### config.mk
export PLATFORM = sky130hd
export DESIGN_NAME = sliding_median_filter_top
export DESIGN_NICKNAME = d
export VERILOG_FILES = /design/src/design/smf_pkg.sv /design/src/design/smf_window_ram.sv /design/src/design/smf_rank_unit.sv /design/src/design/sliding_median_filter_top.sv
export SDC_FILE = /design/constraint.sdc
export NUM_CORES = 1
export LEC_CHECK = 0
export BUFFER_PORTS_ARGS = -buffer_cell sky130_fd_sc_hd__clkbuf_2
export CAP_MARGIN = 5
export CORE_ASPECT_RATIO = 1.1
export CORE_MARGIN = 2
export CORE_UTILIZATION = 40
export DETAILED_ROUTE_END_ITERATION = 7
export GPL_TIMING_DRIVEN = 0
export SLEW_MARGIN = 20
export SYNTH_ARGS = -nofsm -noshare
export SYNTH_HDL_FRONTEND = slang
export SYNTH_SLANG_ARGS = --single-unit
### constraint.sdc
create_clock -name clk -period 4.3 [get_ports clk]
set_clock_uncertainty 0.2 [all_clocks]
set_input_delay 0.43 -clock clk [delete_from_list [all_inputs] [get_ports clk]]
set_output_delay 0.43 -clock clk [all_outputs]
set_load 0.05 [all_outputs]
### src/design/smf_pkg.sv
package smf_pkg;

  localparam int CFG_BITS = 4;
  localparam logic [CFG_BITS-1:0] CFG_RESET = 4'd5;

  typedef struct packed {
    logic issue;
    logic j_lt_i;
    logic clear;
  } rank_ctl_t;

endpackage

### src/design/smf_window_ram.sv
module smf_window_ram #(
  parameter int DEPTH = 15,
  parameter int WIDTH = 32,
  parameter int AW    = 4
) (
  input  logic             clk,
  input  logic             rst,
  input  logic             wr_en,
  input  logic [WIDTH-1:0] wr_data,
  input  logic [AW-1:0]    rd_off_a,
  input  logic [AW-1:0]    rd_off_b,
  output logic [WIDTH-1:0] rd_data_a,
  output logic [WIDTH-1:0] rd_data_b
);

  logic [WIDTH-1:0] mem [DEPTH];
  logic [AW-1:0]    wptr;
  logic [AW-1:0]    wptr_next;
  logic [AW-1:0]    addr_a;
  logic [AW-1:0]    addr_b;

  // offset 0 is the newest entry
  function automatic logic [AW-1:0] off_to_addr(input logic [AW-1:0] base,
                                                input logic [AW-1:0] off);
    logic [AW:0] wrap;
    wrap = {1'b0, base} + (AW+1)'(DEPTH) - {1'b0, off};
    if (base >= off) begin
      return base - off;
    end else begin
      return wrap[AW-1:0];
    end
  endfunction

  assign wptr_next = (wptr == AW'(DEPTH - 1)) ? '0 : wptr + 1'b1;
  assign addr_a    = off_to_addr(wptr, rd_off_a);
  assign addr_b    = off_to_addr(wptr, rd_off_b);

  always_ff @(posedge clk) begin
    if (rst) begin
      wptr <= '0;
    end else if (wr_en) begin
      wptr <= wptr_next;
    end
  end

  always_ff @(posedge clk) begin
    if (wr_en) begin
      mem[wptr_next] <= wr_data;
    end
    rd_data_a <= mem[addr_a];
    rd_data_b <= mem[addr_b];
  end

endmodule

### src/design/smf_rank_unit.sv
module smf_rank_unit #(
  parameter int SAMPLE_BITS = 32,
  parameter int CW          = 4
) (
  input  logic                   clk,
  input  logic                   rst,
  input  smf_pkg::rank_ctl_t     ctl,
  input  logic [SAMPLE_BITS-1:0] cand,
  input  logic [SAMPLE_BITS-1:0] other,
  output logic [CW-1:0]          rank_sum
);

  logic          cmp_valid;
  logic          cmp_j_lt_i;
  logic          less;
  logic [CW-1:0] rank;

  // stable order: ties broken by store offset
  assign less = ($signed(other) < $signed(cand)) || ((other == cand) && cmp_j_lt_i);
  assign rank_sum = rank + CW'(cmp_valid && less);

  always_ff @(posedge clk) begin
    if (rst) begin
      cmp_valid  <= 1'b0;
      cmp_j_lt_i <= 1'b0;
      rank       <= '0;
    end else begin
      cmp_valid  <= ctl.issue;
      cmp_j_lt_i <= ctl.j_lt_i;
      rank       <= ctl.clear ? '0 : rank_sum;
    end
  end

endmodule

### src/design/sliding_median_filter_top.sv
// Centered sliding median over a curve of signed samples, one rank comparator
// shared by all positions. For each result that a request releases, each
// candidate sample is ranked against the whole truncated window of cnt samples
// (up to 15 at the default depth) one compare per cycle until the one of rank
// cnt/2 is found. s_tready is low from acceptance until every result of that
// request has been taken. The user must write window_size through cfg_* only
// while the block is idle; the block itself does not enforce it. An even size
// acts as the next odd one, zero as pass-through. A result for position i
// leaves once sample i+half has arrived, and the request with s_tlast set
// flushes all pending positions, m_tlast marking the final one.
module sliding_median_filter_top #(
  parameter int MAX_WINDOW  = 15,
  parameter int SAMPLE_BITS = 32
) (
  input  logic                                clk,
  input  logic                                rst,
  input  logic                                cfg_valid,
  output logic                                cfg_ready,
  input  logic [smf_pkg::CFG_BITS-1:0]        cfg_data,
  input  logic                                s_tvalid,
  output logic                                s_tready,
  input  logic [((SAMPLE_BITS+7)/8)*8-1:0]    s_tdata,   // sample
  input  logic                                s_tlast,
  output logic                                m_tvalid,
  input  logic                                m_tready,
  output logic [((SAMPLE_BITS+7)/8)*8-1:0]    m_tdata,   // median
  output logic                                m_tlast
);

  localparam int AW  = $clog2(MAX_WINDOW);
  localparam int CW  = $clog2(MAX_WINDOW + 1);
  localparam int TW  = ((SAMPLE_BITS + 7) / 8) * 8;
  localparam int CAP = (MAX_WINDOW - 1) / 2;

  typedef enum logic [2:0] {
    ST_IDLE,
    ST_CHECK,
    ST_SCAN,
    ST_RANK,
    ST_OUT
  } state_t;

  state_t                         state;
  logic [smf_pkg::CFG_BITS-1:0]   window_size;
  logic [CW-1:0]                  seen;
  logic [CW-1:0]                  pend;
  logic [CW-1:0]                  half;
  logic                           lst;
  logic [AW-1:0]                  lo;
  logic [AW-1:0]                  hi;
  logic [AW-1:0]                  i_off;
  logic [AW-1:0]                  j_off;
  logic [CW-1:0]                  target;
  logic [SAMPLE_BITS-1:0]         median;

  logic                           accept;
  logic [smf_pkg::CFG_BITS-1:0]   ws_half;
  logic [CW-1:0]                  d;
  logic [CW-1:0]                  lo_c;
  logic [CW:0]                    span_top;
  logic [CW-1:0]                  last_idx;
  logic [CW-1:0]                  hi_c;
  logic [CW-1:0]                  cnt_c;
  logic                           emit;
  logic [SAMPLE_BITS-1:0]         rd_cand;
  logic [SAMPLE_BITS-1:0]         rd_other;
  logic [CW-1:0]                  rank_sum;
  smf_pkg::rank_ctl_t             rctl;

  assign cfg_ready = 1'b1;
  assign s_tready  = (state == ST_IDLE);
  assign accept    = s_tvalid && s_tready;
  assign m_tdata   = TW'(median);

  assign ws_half  = window_size >> 1;
  assign d        = pend - 1'b1;
  assign lo_c     = (d > half) ? d - half : '0;
  assign span_top = {1'b0, d} + {1'b0, half};
  assign last_idx = seen - 1'b1;
  assign hi_c     = (span_top > {1'b0, last_idx}) ? last_idx : span_top[CW-1:0];
  assign cnt_c    = hi_c - lo_c + 1'b1;
  assign emit     = lst ? (pend != '0) : (pend > half);

  assign rctl.issue  = (state == ST_SCAN);
  assign rctl.j_lt_i = (j_off < i_off);
  assign rctl.clear  = (state == ST_CHECK) || (state == ST_RANK);

  smf_window_ram #(
    .DEPTH (MAX_WINDOW),
    .WIDTH (SAMPLE_BITS),
    .AW    (AW)
  ) u_ram (
    .clk       (clk),
    .rst       (rst),
    .wr_en     (accept),
    .wr_data   (s_tdata[SAMPLE_BITS-1:0]),
    .rd_off_a  (i_off),
    .rd_off_b  (j_off),
    .rd_data_a (rd_cand),
    .rd_data_b (rd_other)
  );

  smf_rank_unit #(
    .SAMPLE_BITS (SAMPLE_BITS),
    .CW          (CW)
  ) u_rank (
    .clk      (clk),
    .rst      (rst),
    .ctl      (rctl),
    .cand     (rd_cand),
    .other    (rd_other),
    .rank_sum (rank_sum)
  );

  always_ff @(posedge clk) begin
    if (rst) begin
      window_size <= smf_pkg::CFG_RESET;
    end else if (cfg_valid && cfg_ready) begin
      window_size <= cfg_data;
    end
  end

  always_ff @(posedge clk) begin
    if (rst) begin
      state    <= ST_IDLE;
      seen     <= '0;
      pend     <= '0;
      half     <= '0;
      lst      <= 1'b0;
      m_tvalid <= 1'b0;
      m_tlast  <= 1'b0;
    end else begin
      case (state)
        ST_IDLE: begin
          if (accept) begin
            if (seen != CW'(MAX_WINDOW)) seen <= seen + 1'b1;
            if (pend != CW'(MAX_WINDOW)) pend <= pend + 1'b1;
            if (int'(ws_half) > CAP) begin
              half <= CW'(CAP);
            end else begin
              half <= CW'(ws_half);
            end
            lst   <= s_tlast;
            state <= ST_CHECK;
          end
        end
        ST_CHECK: begin
          if (emit) begin
            lo      <= lo_c[AW-1:0];
            hi      <= hi_c[AW-1:0];
            i_off   <= lo_c[AW-1:0];
            j_off   <= lo_c[AW-1:0];
            target  <= cnt_c >> 1;
            m_tlast <= lst && (d == '0);
            state   <= ST_SCAN;
          end else begin
            if (lst) begin
              seen <= '0;
              pend <= '0;
            end
            state <= ST_IDLE;
          end
        end
        ST_SCAN: begin
          if (j_off == hi) begin
            state <= ST_RANK;
          end else begin
            j_off <= j_off + 1'b1;
          end
        end
        ST_RANK: begin
          if (rank_sum == target) begin
            median   <= rd_cand;
            m_tvalid <= 1'b1;
            state    <= ST_OUT;
          end else begin
            i_off <= i_off + 1'b1;
            j_off <= lo;
            state <= ST_SCAN;
          end
        end
        ST_OUT: begin
          if (m_tready) begin
            m_tvalid <= 1'b0;
            pend     <= pend - 1'b1;
            state    <= ST_CHECK;
          end
        end
        default: begin
          state <= ST_IDLE;
        end
      endcase
    end
  end

  a_no_overlap: assert property (@(posedge clk) disable iff (rst)
    s_tready |-> !m_tvalid)
    else $error("input taken while a result is held");

  a_pend_le_seen: assert property (@(posedge clk) disable iff (rst)
    pend <= seen)
    else $error("pending count exceeds stored samples");

  a_last_drains: assert property (@(posedge clk) disable iff (rst)
    m_tvalid && m_tready && m_tlast |=> pend == '0)
    else $error("positions left after final result");

  a_rank_found: assert property (@(posedge clk) disable iff (rst)
    state == ST_RANK |-> (rank_sum == target || i_off != hi))
    else $error("no window element holds the median rank");

endmodule

## Word-level counts from Yosys, hierarchy flattened

Memories as Yosys holds them, arrays and structs flattened. A register that Yosys moved wholly into a read port is not among the register bits.
Index checks and enable logic that the tools add are counted.

- Flip-flop bits (word level): 83
- RAM bits: 480
- Input port bits: 42
- Word-level logic and storage cells: 124
- Memories: 1

- Add/subtract/negate cells: 17
- $lt $le $gt $ge: 8
- Equal/unequal tests: 21
- Mux-type cells: 33
- Bitwise gates (word level): 1
- Reductions and logical operators: 25

Memory list:

| memory | depth | bits a word | rd ports | clocked after memory_dff | write ports | line | source |
|---|---|---|---|---|---|---|---|
| u_ram.mem | 15 | 32 | 2 | 2 | 1 | smf_window_ram.sv:16 | `logic [WIDTH-1:0] mem [DEPTH];` |

Operators with widths:

| cell | count |
|---|---|
| 4-bit two-way mux | 16 |
| 32-bit equality test | 1 |
| 32-bit less-than comparator | 1 |
| 4-bit by 1-bit adder with 4-bit output, second input constant | 6 |
| 4-bit one-hot mux with 3 select lines | 2 |
| 4-bit subtractor | 6 |
| 4-bit one-hot mux with 2 select lines | 2 |
| 3-bit two-way mux | 5 |
| 3-bit one-hot mux with 5 select lines | 1 |
| 2-bit inequality test, second input constant | 7 |
| 3-bit AND reduction | 4 |
| 5-bit AND reduction | 2 |
| 4-bit >= comparator | 2 |
| 4-bit greater-than comparator | 2 |
| 2-bit by 1-bit inequality test with 1-bit output, second input constant | 4 |
| 4-bit inequality test, second input constant | 2 |
| 4-bit by 1-bit subtractor with 4-bit output, second input constant | 2 |
| 3-bit by 2-bit equality test with 1-bit output, second input constant | 2 |
| 6-bit AND reduction | 1 |
| 2-bit nonzero test | 3 |
| 3-bit nonzero test | 2 |
| 4-bit by 4-bit adder with 5-bit output | 1 |
| 5-bit by 4-bit greater-than comparator with 1-bit output | 1 |
| 1-bit two-way mux | 5 |
| 20 further kinds | 25 |

## Logic depth before layout (Yosys ltp)

Gate-level depths: netlist of the first run.

- Depth after elaboration: 8
- Mapped depth: 23
- Depth with buffers taken out: 23

## Cells and area by module

Synthesis of the first run repeated with hierarchy kept, for this count alone.

- Cells, all modules: 2310
- Area total of the unflattened synthesis: 31524.0 um^2

By module, submodules not included:

| module | times used | cells an instance | area each (um^2) | seq. area each (um^2) |
|---|---|---|---|---|
| smf_window_ram | 1 | 1842 | 26739.4 | 15775.1 |
| sliding_median_filter_top | 1 | 335 | 3733.6 | 1931.9 |
| smf_rank_unit | 1 | 133 | 1051.0 | 120.1 |

## Least setup slack after synthesis of the first run

Ideal clock, no wire load.

- Path kind: reg2reg
- From: register u_ram.rd_data_a[17] (read register of u_ram.mem)
- To: register median[0], in the netlist m_tdata[0] (enable)
- Setup time: 0.421 ns
- Arrival: 4.091 ns
- Data required time: 3.679 ns
- Slack: -0.412 ns
- Cell stages (with the launch flop): 18
- Path buffers: 0
- Period minus slack after synthesis: 4.712 ns
- Cell sequence: dfxtp_1 > inv_1 > ha_1 > a21o_1 > nand3_1 > a21oi_1 > a2111oi_0 > o21a_1 > o2111ai_1 > nand2_1 > ha_1 > ha_1 > xor2_1 > nand3_1 > o21ai_0 > o2111ai_1 > or2_2 > nor2_1

- Cells in the longest elaborated chain, start to end: 7

Ends and longest elaborated chain:

| what | line | source |
|---|---|---|
| start: declaration | smf_window_ram.sv:12 | `output logic [WIDTH-1:0] rd_data_a,` |
| branches (longest 2 deep; another with 32-bit less-than comparator) | -- |  |
| 1-bit logical OR (*) | smf_rank_unit.sv:19 | `assign less = ($signed(other) < $signed(cand)) \|\| ((other == cand) && cmp_j_lt_i);` |
| 1-bit logical AND (*) | smf_rank_unit.sv:20 | `assign rank_sum = rank + CW'(cmp_valid && less);` |
| 4-bit by 1-bit adder with 4-bit output (*) | smf_rank_unit.sv:20 |  |
| 4-bit by 3-bit equality test with 1-bit output (*) | sliding_median_filter_top.sv:172 | `if (rank_sum == target) begin` |
| 3-bit AND reduction (no line) (*) | -- |  |
| end signal: assignment | sliding_median_filter_top.sv:173 | `median <= rd_cand;` |
| end: declaration | sliding_median_filter_top.sv:54 | `logic [SAMPLE_BITS-1:0] median;` |

Mark *: on every way between the ends.
A chain may end at the register's enable or synchronous reset.

## Final worst setup path of the first run

- From: register u_ram.rd_data_b[1] (read register of u_ram.mem)
- To: register median[15], in the netlist m_tdata[15] (enable)

- Cells in the longest elaborated chain, start to end: 7

Ends and longest elaborated chain:

| what | line | source |
|---|---|---|
| start: declaration | smf_window_ram.sv:13 | `output logic [WIDTH-1:0] rd_data_b` |
| branches (longest 2 deep; another with 32-bit less-than comparator) | -- |  |
| 1-bit logical OR (*) | smf_rank_unit.sv:19 |  |
| 1-bit logical AND (*) | smf_rank_unit.sv:20 |  |
| 4-bit by 1-bit adder with 4-bit output (*) | smf_rank_unit.sv:20 |  |
| 4-bit by 3-bit equality test with 1-bit output (*) | sliding_median_filter_top.sv:172 |  |
| 3-bit AND reduction (no line) (*) | -- |  |

Marked as above.

==> results.sh, run 1 <==
export IMPL_maxSlewHeadroom_pct=18.8
export IMPL_max_vdd_ir_drop_uv=334
export IMPL_drtIter0Drc=3622
export IMPL_cts_tree="done"
export IMPL_gp_congestion=0.960
export IMPL_syn_cell_area_um2=32400
export IMPL_slowest_delay_ps=550
export IMPL_synth_edf_count=531
export IMPL_clockRootBuffer="clkbuf_16"
export IMPL_critPathBufInv=2
export IMPL_grt_usage_pct=27.6
export IMPL_multi_input_area_um2=13700
export IMPL_worstHoldEndpoint="u_ram.mem[8][25]$_DFFE_PP_"
export IMPL_leakage_nw=13.5
export IMPL_area_growth_pct=16.5
export IMPL_grt_pass1_vias=25389
export IMPL_syn_num_nets=3115
export IMPL_reg2reg_depth=17
export IMPL_cp_slowest_cell="o41ai_4"
export IMPL_final_common_cell="nand2_1"
export IMPL_dr_total_vias=26313
export IMPL_finalCriticalPeriod_ps=4200
export IMPL_ys_flop_type="edfxtp_1"
export IMPL_fin_crit_sh_pct=97.8
export IMPL_dp_hpwl_um=79100
export IMPL_synth_seq_cells=625
export IMPL_finalHoldViolCount=0
export IMPL_core_area_um2=80200
export IMPL_synth_compound_area_share_pct=9.77
export IMPL_nFillCells=7361
export IMPL_drive_gt1_share_pct=17.6
export IMPL_maxCapViolCount=0
export IMPL_worstReg2RegEnd="m_tdata[15]$_DFFE_PP_"
export IMPL_grt_max_degree=20
export IMPL_layout_nets=3314
export IMPL_synth_top_area_cell="edfxtp_1"
export IMPL_worst_r2r_setup_slack_ps=100
export IMPL_critPathTopFamily="compound AO/OA/AOI/OAI gates"
export IMPL_status="complete, no violations"
export IMPL_crit_fanout=9
export IMPL_clk_latency_ps=630
export IMPL_synth_mux_area_share_pct=9.65
export IMPL_synth_area_top_cells="edfxtp_1 49%, mux4_2 9.0%, nand2_1 7.9%"
export IMPL_final_setup_worst_slack_ps=95.5
export IMPL_io_pins=78
export IMPL_drc=0
export IMPL_hold_path_class="input port to register"
export IMPL_seq_power_share_pct=33.2
export IMPL_setup_tns_final_ps=0
export IMPL_min_from="s_tdata[25]"
export IMPL_path_clk_slew_ps=60
export IMPL_ys_seq_area_share_pct=55.1
export IMPL_critical_path_most_common_cell="ha_4"
export IMPL_ys_types=71
export IMPL_die_w_um=275
export IMPL_crit_chain="ha_4 -> nor2b_1 -> o211ai_1 -> a2111oi_4 -> o41ai_4 -> o2111ai_2 -> nand2_4 -> ha_4 -> ha_4 -> xor2_4 -> nand3_2 -> o21ai_2 -> o2111ai_2 -> or2_4 -> nor2_4 -> buf_12 -> buf_12"
export IMPL_dieArea_um2=83200
export IMPL_synth_cells=2986
export IMPL_crit_arrival_ps=4330
export IMPL_ant_nets=0
export IMPL_cp_required_ps=4420
export IMPL_wl_per_cell_um=27.0
export IMPL_timing_fmax_mhz=238
export IMPL_setup_violations=0
export IMPL_pre_cts_slack_ps=-1390
export IMPL_synthXorXnorAreaFrac_pct=0.974
export IMPL_final_cell_mix="681 x nand2_1, 531 x edfxtp_1, 265 x nand3_1"
export IMPL_rsz0062_at_grt="yes"
export IMPL_worst_setup_path_type="register to register"
export IMPL_r2r_start="u_ram.rd_data_b[1]$_DFF_P_"
export IMPL_seq_area_um2=17800
export IMPL_cts_sinks=625
export IMPL_gr_total_overflow=0
export IMPL_cts_max_path_buffers=3
export IMPL_numPortBuffers=74
export IMPL_cp_end_kind="register"
export IMPL_numCtsBuffers=70
export IMPL_row_count=109
export IMPL_async_flop_share_pct=0
export IMPL_synth_simple_area_share_pct=17.1
export IMPL_routed_wl_um=116000
export IMPL_drv_slew=0
export IMPL_switching_share_pct=39.5
export IMPL_grt_pass1_wl_um=167000
export IMPL_die_height_um=302
export IMPL_antenna_found_initial=3
export IMPL_p_comb_share_pct=39.6
export IMPL_synth_top_family_by_area="simple AND/OR/NAND/NOR gates"
export IMPL_synth_warnings=0
export IMPL_viasPerCell=6.12
export IMPL_p_sw_mw=8.84
export IMPL_yosysTopAreaCellShare_pct=49.3
export IMPL_initial_core_util_pct=40.4
export IMPL_synth_fa_ha_area_share_pct=3.53
export IMPL_htreeDepth=3
export IMPL_power_internal_mw=13.6
export IMPL_syn_avg_cell_area_um2=10.8
export IMPL_drt_pass1_iterations=6
export IMPL_worstMarginPinSlew_ps=1220
export IMPL_powerDensity_nw_per_um2=594
export IMPL_min_path_cells=1
export IMPL_clkPwrFrac_pct=27.2
export IMPL_critPathLaunchType="register"
-- registers in the layout, indices dropped and copies added (netlist names), 3 cells and up --
signal           count
u_ram.wptr           4
lo                   4
pend                 4
hi                   4
seen                 4
u_ram.mem          480
target               3
u_ram.rd_data_a     32
j_off                4
i_off                4
window_size          3
u_ram.rd_data_b     32
state                3
u_rank.rank          4
half                 3
m_tdata             32
-- routing by layer --
metal	vias up	track usage (%)	share of wire, %
li1	11412	-	-
met1	12809	35.3	37
met2	1721	44.2	46
met3	369	6.45	11
met4	2	13.6	5.1
met5	-	0	0.011
-- power groups by stage --
stage               logic (mW)  registers, mW  clock network [mW]
global placement          8.16           7.56                   0
detailed placement        8.27           7.56                   0
floorplan                 5.16           7.43                   0
global route              9.40           7.47                6.32
CTS                       8.54           7.43                6.11
finish                    8.87           7.44                6.08
-- timing repair --
action | CTS | global route
endpoints found under the setup margin | 108 | 100
endpoints found under the hold margin | 21 | 0
pin swaps | 22 | 20
gates resized for setup | 58 | 78
hold buffers | 10 | 0
cloned | 2 | 0
buffers inserted | 18 | 5
-- cell usage after synthesis, drive strengths merged (3+ instances only) --
| master | n |
|---|---|
| a31oi | 65 |
| and2 | 8 |
| o22ai | 33 |
| clkbuf | 93 |
| nand3 | 266 |
| nor2b | 40 |
| o211ai | 34 |
| nand4 | 9 |
| edfxtp | 531 |
| nor2 | 215 |
| or2 | 4 |
| or3 | 6 |
| o2111ai | 3 |
| o21ai | 91 |
| xnor2 | 20 |
| nand2 | 682 |
| a21o | 10 |
| nor3b | 4 |
| o21bai | 3 |
| mux4 | 130 |
| a21oi | 180 |
| xor2 | 10 |
| a32oi | 32 |
| nor4 | 32 |
| a211oi | 42 |
| ha | 80 |
| o21a | 3 |
| inv | 70 |
| fa | 7 |
| mux2i | 16 |
| dfxtp | 94 |
| buf | 118 |
| nand2b | 7 |
| nor3 | 15 |
-- worst max-delay path by stage --
stage / startpoint / endpoint / slack (ps) / cells past startpoint
floorplan: state[0]$_SDFFE_PP0P_ / u_ram.mem[11][0]$_DFFE_PP_ / -240 / 5
global placement: u_ram.rd_data_a[31]$_DFF_P_ / m_tdata[15]$_DFFE_PP_ / -3120 / 15
detailed placement: u_ram.rd_data_a[31]$_DFF_P_ / m_tdata[15]$_DFFE_PP_ / -1390 / 16
CTS: u_ram.rd_data_a[1]$_DFF_P_ / m_tdata[29]$_DFFE_PP_ / -150 / 19
global route: pend[0]$_SDFFE_PP0P_ / target[2]$_DFFE_PP_ / -50 / 23
finish: u_ram.rd_data_b[1]$_DFF_P_ / m_tdata[15]$_DFFE_PP_ / 100 / 17
-- metrics by stage --
| step | total power [mW] | util [%] | hold WS, ps | instances | instance area, um^2 |
|---|---|---|---|---|---|
| after global routing | 23.2 | 47.0 | 25.3 | 4297 | 37700 |
| after global placement | 15.7 | 42.5 | 215 | 4114 | 34100 |
| after detailed placement | 15.8 | 43.3 | 215 | 4136 | 34700 |
| after CTS | 22.1 | 46.9 | 1.90 | 4293 | 37600 |
| final | 22.4 | 47.0 | 12.6 | 4297 | 37700 |
| after floorplan | 12.6 | - | 208 | 2986 | 32400 |
-- cell families (layout without fill, tap and decap cells) --
logic type	count (synthesis)	after routing
other	1	3
and+or+nand+nor	1296	1296
adders and majority gates	87	87
muxes	148	148
AOI/OAI and AO/OA	516	516
DFF	625	625
xor gates and xnor gates	32	32
buffers and inverters	281	536
-- layout make-up --
cell class / count / share of cell area [%]
Clock buffer: 93 / 5.09
Buffer: 210 / 2.73
Timing Repair Buffer: 128 / 3.29
Sequential cell: 625 / 47.3
Tap cell: 1054 / 3.50
Inverter: 70 / 0.704
Antenna cell: 2 / 0.0133
Multi-Input combinational cell: 2080 / 36.4
Clock inverter: 35 / 0.933
No activity file was read; power rests on OpenSTA's default activity.
==> run 2: changes to the inputs <==
- PLACE_DENSITY: not set -> 0.67
==> results.sh, run 2 (same netlist as run 1, synthesis figures left out) <==
export IMPL_powerDensity_nw_per_um2=593
export IMPL_dp_hpwl_um=78300
export IMPL_finalCriticalPeriod_ps=4260
export IMPL_core_area_um2=80200
export IMPL_drv_slew=0
export IMPL_grt_max_degree=21
export IMPL_gp_congestion=0.948
export IMPL_layout_nets=3338
export IMPL_utilization_pct=47.3
export IMPL_clockRootBuffer="clkbuf_16"
export IMPL_reg2reg_depth=28
export IMPL_leakage_nw=13.6
export IMPL_area_growth_pct=17.2
export IMPL_crit_fanout=3
export IMPL_drtIter0Drc=3807
export IMPL_crit_arrival_ps=4420
export IMPL_drt_pass1_iterations=6
export IMPL_worstMarginPinSlew_ps=1150
export IMPL_hold_path_class="input port to register"
export IMPL_grt_pass1_vias=26127
export IMPL_viasPerCell=6.11
export IMPL_max_vdd_ir_drop_uv=373
export IMPL_worst_setup_path_endpoint="target[2]$_DFFE_PP_"
export IMPL_antenna_found_initial=5
export IMPL_dr_total_vias=26403
export IMPL_r2r_start="pend[0]$_SDFFE_PP0P_"
export IMPL_regMostFlops="u_ram.mem"
export IMPL_fin_crit_sh_pct=99.2
export IMPL_cts_sinks=625
export IMPL_numPortBuffers=74
export IMPL_final_cell_mix="681 x nand2_1, 531 x edfxtp_1, 266 x nand3_1"
export IMPL_status="complete, no violations"
export IMPL_htreeDepth=3
export IMPL_pre_cts_slack_ps=-1040
export IMPL_cp_end_kind="register"
export IMPL_cp_slowest_cell="dfxtp_4"
export IMPL_path_clk_slew_ps=60
export IMPL_placed_cells=4140
export IMPL_cp_required_ps=4450
export IMPL_final_setup_worst_slack_ps=35.7
export IMPL_initial_core_util_pct=40.4
export IMPL_drive_gt1_share_pct=18.1
export IMPL_crit_path_start="pend[0]$_SDFFE_PP0P_"
export IMPL_rsz0062_at_grt="yes"
export IMPL_worstReg2RegEnd="target[2]$_DFFE_PP_"
export IMPL_slowest_delay_ps=360
export IMPL_dieArea_um2=83200
export IMPL_ant_nets=0
export IMPL_row_count=109
export IMPL_maxCapViolCount=0
export IMPL_io_pins=78
export IMPL_numCtsBuffers=71
export IMPL_cts_max_path_buffers=3
export IMPL_clk_latency_ps=630
export IMPL_cts_tree="done"
export IMPL_finalHoldViolCount=0
export IMPL_drc=0
export IMPL_final_cells=4322
export IMPL_setup_tns_final_ps=0
export IMPL_min_from="s_tdata[10]"
export IMPL_die_height_um=302
export IMPL_setup_violations=0
export IMPL_maxSlewHeadroom_pct=23.0
export IMPL_critPathLaunchType="register"
export IMPL_worst_r2r_setup_slack_ps=40
export IMPL_worst_setup_path_type="register to register"
export IMPL_die_w_um=275
export IMPL_grt_pass1_wl_um=166000
export IMPL_timing_fmax_mhz=235
export IMPL_routed_wl_um=114000
export IMPL_wl_per_cell_um=26.5
export IMPL_final_common_cell="nand2_1"
export IMPL_critical_path_most_common_cell="buf_4"
export IMPL_largest_reg_flops=480
export IMPL_grt_usage_pct=27.4
export IMPL_gr_total_overflow=0
-- run 2: layer usage --
layer  up-vias  GRT usage [%]  wire (um)
met2      1921           43.5      52600
li1      11455              -          -
met5         -          0.973         92
met1     12610           33.1      40500
met3       413           8.42      14600
met4         4           15.1       6540
-- run 2: critical path, delay by kind of cell (launching register included) --
family / cells / cell delay, ps
AOI/OAI and AO/OA: 1 / 100
xor gates and xnor gates: 2 / 210
adders and majority gates: 2 / 550
buffers and inverters: 20 / 2220
DFF: 1 / 360
muxes: 1 / 190
and+or+nand+nor: 2 / 150
-- run 2: layout make-up --
class	instances	area, um^2
inverters	70	268
well taps	1054	1320
diodes	3	7.51
repair buffers	151	1450
clock inverters	31	282
flip-flops and latches	625	17800
fillers	7197	42200
plain buffers	210	1030
clock buffers	98	1990
multi-input cells	2080	13700
-- run 2: worst min path at each step --
stage / to / slack [ps] / depth (start not counted)
floorplan: m_tdata[10]$_DFFE_PP_ / 210 / 0
global placement: m_tdata[25]$_DFFE_PP_ / 210 / 0
detailed placement: m_tdata[25]$_DFFE_PP_ / 210 / 0
CTS: u_ram.mem[9][13]$_DFFE_PP_ / 3 / 1
global route: u_ram.mem[8][26]$_DFFE_PP_ / 40 / 1
finish: u_ram.mem[4][10]$_DFFE_PP_ / 30 / 1
-- run 2: repair_timing --
action | in CTS | in global routing
resized for setup | 61 | 78
cloned | 2 | 0
hold buffers | 11 | 0
buffers inserted | 38 | 3
setup endpoints to repair | 98 | 90
endpoints found under the hold margin | 24 | 0
pin swaps | 22 | 24
-- run 2: stage by stage --
step / total power [mW] / area, um^2 / hold slack (ps)
final: 22.5 / 38000 / 33.6
after floorplan: 12.6 / 32400 / 208
after global placement: 15.6 / 34100 / 214
after detailed placement: 15.8 / 34800 / 215
after global routing: 23.3 / 38000 / 44.6
after CTS: 22.1 / 37800 / 2.83
-- run 2: where the power goes --
group          switching [mW]  internal (mW)  total (mW)
clock network            2.52           3.50        6.02
logic                    6.03           3.01        9.04
registers               0.292           7.16        7.46
